File: config.mk
export PLATFORM = sky130hd
export DESIGN_NAME = led_channel_remap_table
export DESIGN_NICKNAME = d
export VERILOG_FILES = /design/src/hw/rtl/lcrt_pkg.sv /design/src/hw/rtl/led_channel_remap_table.sv
export SDC_FILE = /design/constraint.sdc
export NUM_CORES = 2
export LEC_CHECK = 0
export BUFFER_PORTS_ARGS = -buffer_cell sky130_fd_sc_hd__buf_2
export CAP_MARGIN = 10
export CORE_MARGIN = 2
export CORE_UTILIZATION = 34
export CTS_CLUSTER_DIAMETER = 30
export DETAILED_ROUTE_END_ITERATION = 7
export HOLD_SLACK_MARGIN = 0.06
export PLACE_DENSITY = 0.6
export SKIP_LAST_GASP = 1
export SLEW_MARGIN = 5
export SYNTH_ARGS = -nofsm -noshare
export SYNTH_HDL_FRONTEND = slang
export SYNTH_SLANG_ARGS = --single-unit
File: constraint.sdc
create_clock -name aclk -period 5.4 [get_ports aclk]
set_input_delay 1.08 -clock aclk [delete_from_list [all_inputs] [get_ports aclk]]
set_output_delay 1.08 -clock aclk [all_outputs]
set_load 0.02 [all_outputs]
File: src/hw/rtl/lcrt_pkg.sv
`timescale 1ns / 1ps
// ----------------------------------------------------------------------------
// lcrt_pkg
// shared types, tables and mapping functions for the led channel remap table
// ----------------------------------------------------------------------------
package lcrt_pkg;

    localparam int unsigned MAP_DEPTH   = 192;
    localparam int unsigned INDEX_W     = $clog2(MAP_DEPTH);
    localparam logic [7:0]  MAX_CHANNEL = 8'd192;
    localparam logic [1:0]  COLOR_NONE  = 2'd3;

    typedef enum logic [1:0] {
        KIND_READ    = 2'd0,
        KIND_WRITE   = 2'd1,
        KIND_RESTORE = 2'd2,
        KIND_RAW     = 2'd3
    } kind_t;

    // offsets within a row pair, indexed by hardware column and colour
    localparam logic [4:0] EVEN_OFFS [8][3] = '{
        '{5'd0,  5'd1,  5'd2 }, '{5'd3,  5'd4,  5'd5 },
        '{5'd6,  5'd7,  5'd8 }, '{5'd9,  5'd10, 5'd11},
        '{5'd12, 5'd13, 5'd14}, '{5'd15, 5'd23, 5'd22},
        '{5'd21, 5'd20, 5'd19}, '{5'd18, 5'd17, 5'd16}
    };

    localparam logic [4:0] ODD_OFFS [8][3] = '{
        '{5'd8,  5'd9,  5'd10}, '{5'd11, 5'd12, 5'd13},
        '{5'd14, 5'd15, 5'd16}, '{5'd17, 5'd18, 5'd19},
        '{5'd20, 5'd21, 5'd22}, '{5'd23, 5'd0,  5'd1 },
        '{5'd2,  5'd3,  5'd4 }, '{5'd5,  5'd6,  5'd7 }
    };

    // fixed hardware channel; hc must be 0 to 2
    function automatic logic [7:0] raw_lookup(input logic [2:0] x, input logic [2:0] y,
                                              input logic [1:0] hc);
        logic [2:0] my;
        logic [4:0] offs;
        logic [7:0] base;
        my   = 3'd7 - x;
        base = 8'd1 + 8'({6'd0, my[2:1]} * 8'd48) + (my[0] ? 8'd24 : 8'd0);
        offs = my[0] ? ODD_OFFS[y][hc] : EVEN_OFFS[y][hc];
        return base + {3'd0, offs};
    endfunction

    // default logical mapping of one entry; c must be 0 to 2
    function automatic logic [7:0] default_entry(input logic [2:0] x, input logic [2:0] y,
                                                 input logic [1:0] c);
        logic [7:0] ch;
        case (c)
            2'd0:    ch = raw_lookup(x, y, 2'd0);
            2'd1:    ch = raw_lookup(x, y - 3'd1, 2'd2);
            default: ch = raw_lookup(x, y, 2'd1);
        endcase
        if (x == 3'd0 && y == 3'd0 && c != 2'd2) begin
            ch = 8'd0;
        end
        return ch;
    endfunction

    function automatic logic [INDEX_W-1:0] entry_index(input logic [2:0] x,
                                                       input logic [2:0] y,
                                                       input logic [1:0] c);
        return INDEX_W'({5'd0, x} * 8'd24 + {5'd0, y} * 8'd3 + {6'd0, c});
    endfunction

endpackage

File: src/hw/rtl/led_channel_remap_table.sv
`timescale 1ns / 1ps
// ----------------------------------------------------------------------------
// led_channel_remap_table
// maps an 8x8 grid position and colour to an led driver channel
// ----------------------------------------------------------------------------
// the request and the ram read are registered, then the result moves to the output register
// once that register is free; no new input beat is taken while a request is held
// reset: map valid bits clear, so every entry reads its default mapping at once
// restore defaults clears all the valid bits at once, no sweep
module led_channel_remap_table (
    input  logic        aclk,
    input  logic        aresetn,
    input  logic        s_axis_tvalid,
    output logic        s_axis_tready,
    input  logic [15:0] s_axis_tdata,   // x[2:0], y[5:3], color[7:6], value[15:8]
    input  logic [1:0]  s_axis_tuser,   // kind[1:0]
    output logic        m_axis_tvalid,
    input  logic        m_axis_tready,
    output logic [7:0]  m_axis_tdata,   // channel[7:0]
    output logic        m_axis_tuser    // ok
);

    localparam int unsigned IW = lcrt_pkg::INDEX_W;

    typedef enum logic {
        ST_IDLE,
        ST_BUSY
    } state_t;

    state_t state_reg;

    // request held while the ram read completes
    lcrt_pkg::kind_t kind_reg;
    logic [2:0] x_reg;
    logic [2:0] y_reg;
    logic [1:0] color_reg;
    logic [7:0] value_reg;

    // map ram and the per-entry written flags
    logic [7:0]                   map_mem [lcrt_pkg::MAP_DEPTH];
    logic [lcrt_pkg::MAP_DEPTH-1:0] entry_valid_reg;
    logic [7:0]                   rd_data_reg;
    logic                         rd_hit_reg;

    // output register
    logic       m_valid_reg;
    logic [7:0] m_channel_reg;
    logic       m_ok_reg;

    logic            in_accept;
    lcrt_pkg::kind_t in_kind;
    logic [2:0]      in_x;
    logic [2:0]      in_y;
    logic [1:0]      in_color;
    logic [7:0]      in_value;
    logic            in_color_ok;
    logic [IW-1:0]   in_index;
    logic            mem_wr;
    logic            mem_rd;
    logic            restore;
    logic            out_free;
    logic            color_ok;
    logic [7:0]      res_channel;
    logic            res_ok;

    // unpack the beat
    assign in_kind     = lcrt_pkg::kind_t'(s_axis_tuser);
    assign in_x        = s_axis_tdata[2:0];
    assign in_y        = s_axis_tdata[5:3];
    assign in_color    = s_axis_tdata[7:6];
    assign in_value    = s_axis_tdata[15:8];
    assign in_color_ok = (in_color != lcrt_pkg::COLOR_NONE);
    assign in_index    = lcrt_pkg::entry_index(in_x, in_y, in_color);

    assign s_axis_tready = (state_reg == ST_IDLE);
    assign in_accept     = s_axis_tvalid && s_axis_tready;

    // writes land at accept time, reads issue then and return registered in the next cycle
    assign mem_wr  = in_accept && (in_kind == lcrt_pkg::KIND_WRITE) && in_color_ok
                     && (in_value <= lcrt_pkg::MAX_CHANNEL);
    assign mem_rd  = in_accept && (in_kind == lcrt_pkg::KIND_READ) && in_color_ok;
    assign restore = in_accept && (in_kind == lcrt_pkg::KIND_RESTORE);

    always_ff @(posedge aclk) begin
        if (mem_wr) begin
            map_mem[in_index] <= in_value;
        end
        if (mem_rd) begin
            rd_data_reg <= map_mem[in_index];
            rd_hit_reg  <= entry_valid_reg[in_index];
        end
    end

    // an entry never written since reset or restore reads as its default
    always_ff @(posedge aclk) begin
        if (!aresetn) begin
            entry_valid_reg <= '0;
        end else if (restore) begin
            entry_valid_reg <= '0;
        end else if (mem_wr) begin
            entry_valid_reg[in_index] <= 1'b1;
        end
    end

    // result of the held request
    assign color_ok = (color_reg != lcrt_pkg::COLOR_NONE);

    always_comb begin
        res_channel = 8'd0;
        res_ok      = 1'b0;
        case (kind_reg)
            lcrt_pkg::KIND_READ: begin
                if (color_ok) begin
                    res_channel = rd_hit_reg ? rd_data_reg
                                : lcrt_pkg::default_entry(x_reg, y_reg, color_reg);
                    res_ok      = 1'b1;
                end
            end
            lcrt_pkg::KIND_WRITE: begin
                if (color_ok && value_reg <= lcrt_pkg::MAX_CHANNEL) begin
                    res_channel = value_reg;
                    res_ok      = 1'b1;
                end
            end
            lcrt_pkg::KIND_RESTORE: begin
                res_ok = 1'b1;
            end
            default: begin
                if (color_ok) begin
                    res_channel = lcrt_pkg::raw_lookup(x_reg, y_reg, color_reg);
                    res_ok      = 1'b1;
                end
            end
        endcase
    end

    assign out_free = !m_valid_reg || m_axis_tready;

    // request capture
    always_ff @(posedge aclk) begin
        if (in_accept) begin
            kind_reg  <= in_kind;
            x_reg     <= in_x;
            y_reg     <= in_y;
            color_reg <= in_color;
            value_reg <= in_value;
        end
    end

    // sequencer and output register
    always_ff @(posedge aclk) begin
        if (!aresetn) begin
            state_reg   <= ST_IDLE;
            m_valid_reg <= 1'b0;
        end else begin
            case (state_reg)
                ST_IDLE: begin
                    if (m_axis_tready) begin
                        m_valid_reg <= 1'b0;
                    end
                    if (in_accept) begin
                        state_reg <= ST_BUSY;
                    end
                end
                ST_BUSY: begin
                    // hold the result here until the output register frees up
                    if (out_free) begin
                        m_valid_reg   <= 1'b1;
                        m_channel_reg <= res_channel;
                        m_ok_reg      <= res_ok;
                        state_reg     <= ST_IDLE;
                    end
                end
                default: begin
                    state_reg <= ST_IDLE;
                end
            endcase
        end
    end

    assign m_axis_tvalid = m_valid_reg;
    assign m_axis_tdata  = m_channel_reg;
    assign m_axis_tuser  = m_ok_reg;

endmodule

==> flow_summary_export.csv <==
group,metric,value,unit
die,rows,167,
clocking,clkSinkCount,1766,
worst_setup_path,slowest_stage,"xor2_4",
grt,antenna_found_initial,2,
placed_design,place.gp.congestion,0.8642,
logic_synthesis,synth-seq-cells,1766,
die,die_w,459.3,µm
logic_synthesis,ys_warn_count,0,
sta,rsz0062_at_grt,"false",
sta,max_freq,206.6,MHz
flow_run,maxCapViolCount,0,
cells_and_area,syn2layout_area_growth,26.63,%
logic_synthesis,syn-cell-area,70480,µm²
sta,worstMarginPinSlew,1236,ps
grt,top_usage_layer,"met2",
detailed_routing,wl,192.4,mm
logic_synthesis,yosysTopAreaCellShare,66.98,%
logic_synthesis,syn_nets,3955,
grt,gr-total-overflow,0,
logic_synthesis,synth-edff-count,1572,
detailed_routing,post_drt_wl_per_cell,25.69,µm
die,dieArea,210900,µm²
clocking,cts.repair.resized,0,
logic_synthesis,ys_seq_area_share,72.49,%
grt,grt_pass1_vias,40112,
grt,grt_pass1_wl,280.1,mm
placed_design,post-place-ws,-249.8,ps
logic_synthesis,synthMostInstantiatedCell,"edfxtp_1",
grt,use_met2,28.04,%
power,p_leak,30.00,nW
grt,grt_util_met1,25.59,%
cells_and_area,drive_gt1_share,33.00,%
sta,finalMaxSlewViolations,0,
logic_synthesis,avgSynthCellArea,18.09,µm²
logic_synthesis,yosysTopAreaCell,"edfxtp_1",
detailed_routing,drtPass1Iterations,5,
worst_setup_path,arrival,5490,ps
logic_synthesis,synth_common_cells,"edfxtp_1, mux4_2, nor2_1",
logic_synthesis,ys_types,80,
power,peakVddDrop,0.4037,mV
min_path,hold_path.class,"input pin to flip-flop",
worst_setup_path,endpoint_kind,"flip-flop",
sta,fin_setup_tns,0,ps
sta,fin_crit_sh,89.62,%
worst_setup_path,cpMostUsedCell,"buf_4",
die,die_h,459.3,µm
detailed_routing,vias,40101,
logic_synthesis,synth_ff_type,"edfxtp_1",
logic_synthesis,ys_top_cells_by_area,"edfxtp_1, mux4_2, dfxtp_1",
sta,fin_crit,4840,ps
placed_design,post-dp-hpwl,120.6,mm
worst_setup_path,crit_path_max_fanout,19,
grt,grt_max_degree,153,
die,io_pins,33,
clocking,cts.clk_slew.worst_paths,50,ps
power,p_per_area,473.5,nW/µm²
clocking,postCtsHoldBufs,0,
detailed_routing,ant_nets,0,
detailed_routing,vias_per_cell,5.356,
cells_and_area,largest_reg_flops,1536,
sta,clock_skew,56.41,ps
clocking,cts-root-buf,"clkbuf_16",
placed_design,port_buffers,32,
die,core_area,206700,µm²
detailed_routing,drc_errors,0,
cells_and_area,finalNetCount,4544,
worst_setup_path,start_kind,"input pin",
run_status,status,"complete, no violations",
sta,slew-limit-headroom,17.59,%
grt,gr-usage-met3,3.474,%
logic_synthesis,async_reset_ff_share,0,%
sta,setup_viol,0,
worst_setup_path,cp.required,6050,ps
clocking,cts_buffer_depth,4,
worst_setup_path,crit_type,"input pin to flip-flop",
die,initial_core_util,34.10,%
clocking,insertion_delay,920,ps
clocking,cts_tree,"built",
worst_setup_path,critical-path-max-stage-delay,890,ps
detailed_routing,drt_iter0_drc,4657,
clocking,ctsHtreeMaxLevel,5,
grt,track_usage,18.06,%
logic_synthesis,synth_cells,3895,
clocking,post_cts_buffers,0,
clocking,cts_buffers,380,
sta,worst_slack,560.3,ps
sta,hold_viol_final,0,
worst_setup_path,path_cells,"buf_2, fa_1, ha_4, fa_4, xor2_4, buf_4, mux4_2, a2111oi_0, buf_4, nor3_1",
-- layout make-up --
cell class,instances,area [µm²]
sequential,1766,51090
inverter,21,78.83
antenna,1,2.502
clock inverter,248,2818
clock buffer,432,9921
timing repair buffer,462,3839
tap,2704,3383
fill,17800,117400
multi-input combinational,1853,18120
-- cells by family after synthesis --
kind of cell             after synthesis  share of synthesized area, %
XOR/XNOR                              18                        0.2503
AND/OR/NAND/NOR                      876                         5.253
buffers and inverters                276                         1.983
flip-flops                          1766                         72.49
multiplexers                         510                         15.67
adder cells (fa/ha/maj)               38                        0.7066
AO/OA/AOI/OAI                        411                         3.647
-- where the power goes --
group | leakage (nW) | switching (mW) | total, mW | internal, mW
logic | 8.11 | 2.74 | 4.42 | 1.68
registers | 15.7 | 0.0310 | 15.0 | 14.9
clock network | 6.19 | 7.18 | 22.9 | 15.7
-- metal layers --
metal | share of wire [%] | vias up
li1 | - | 16907
met1 | 42 | 20954
met2 | 47 | 1898
met3 | 8.3 | 342
met4 | 2.8 | 0
met5 | 0 | -
-- metrics by stage --
step	hold slack, ps	utilization [%]	power, mW	cells	area [µm²]
6_report	420.0	43.19	42.26	7487	89250
5_1_grt	402.1	43.19	43.37	7486	89240
4_1_cts	370.8	43.19	42.51	7486	89240
3_5_place_dp	449.5	37.02	19.61	6806	76510
3_3_place_gp	441.5	37.02	19.60	6806	76510
2_1_floorplan	431.5	-	17.73	3895	70480
-- worst max-delay path, delay by kind of cell --
| family | cells | cell delay [ps] |
|---|---|---|
| xor gates and xnor gates | 1 | 890 |
| AOI/OAI and AO/OA | 1 | 690 |
| muxes | 1 | 600 |
| and+or+nand+nor | 1 | 50 |
| adders and majority gates | 3 | 1320 |
| buffers and inverters | 3 | 840 |
-- final timing paths --
| check | startpoint | to | slack [ps] | depth (start not counted) |
|---|---|---|---|---|
| hold / removal | s_axis_tdata[4] | y_reg[1]$_DFFE_PP_ | 420 | 1 |
| setup reg to reg | y_reg[0]$_DFFE_PP_ | m_axis_tdata[7]$_DFFE_PP_ | 1480 | 14 |
| setup / recovery | s_axis_tdata[3] | rd_data_reg[7]$_DFFE_PP_ | 560 | 10 |
| hold reg to reg | entry_valid_reg[146]$_SDFFE_PP0P_ | entry_valid_reg[146]$_SDFFE_PP0P_ | 460 | 2 |
-- cells in the final DEF (no fill, tap or decap), types with 55 or more instances in the layout --
cell / count
edfxtp_1: 1572
clkinv_2: 75
nand3_1: 72
buf_4: 398
dfxtp_1: 194
mux4_2: 469
nor2_1: 433
nand2_1: 254
a21oi_1: 225
clkbuf_16: 385
bufinv_16: 55
Note: power is estimated with default switching activity, not from simulation.
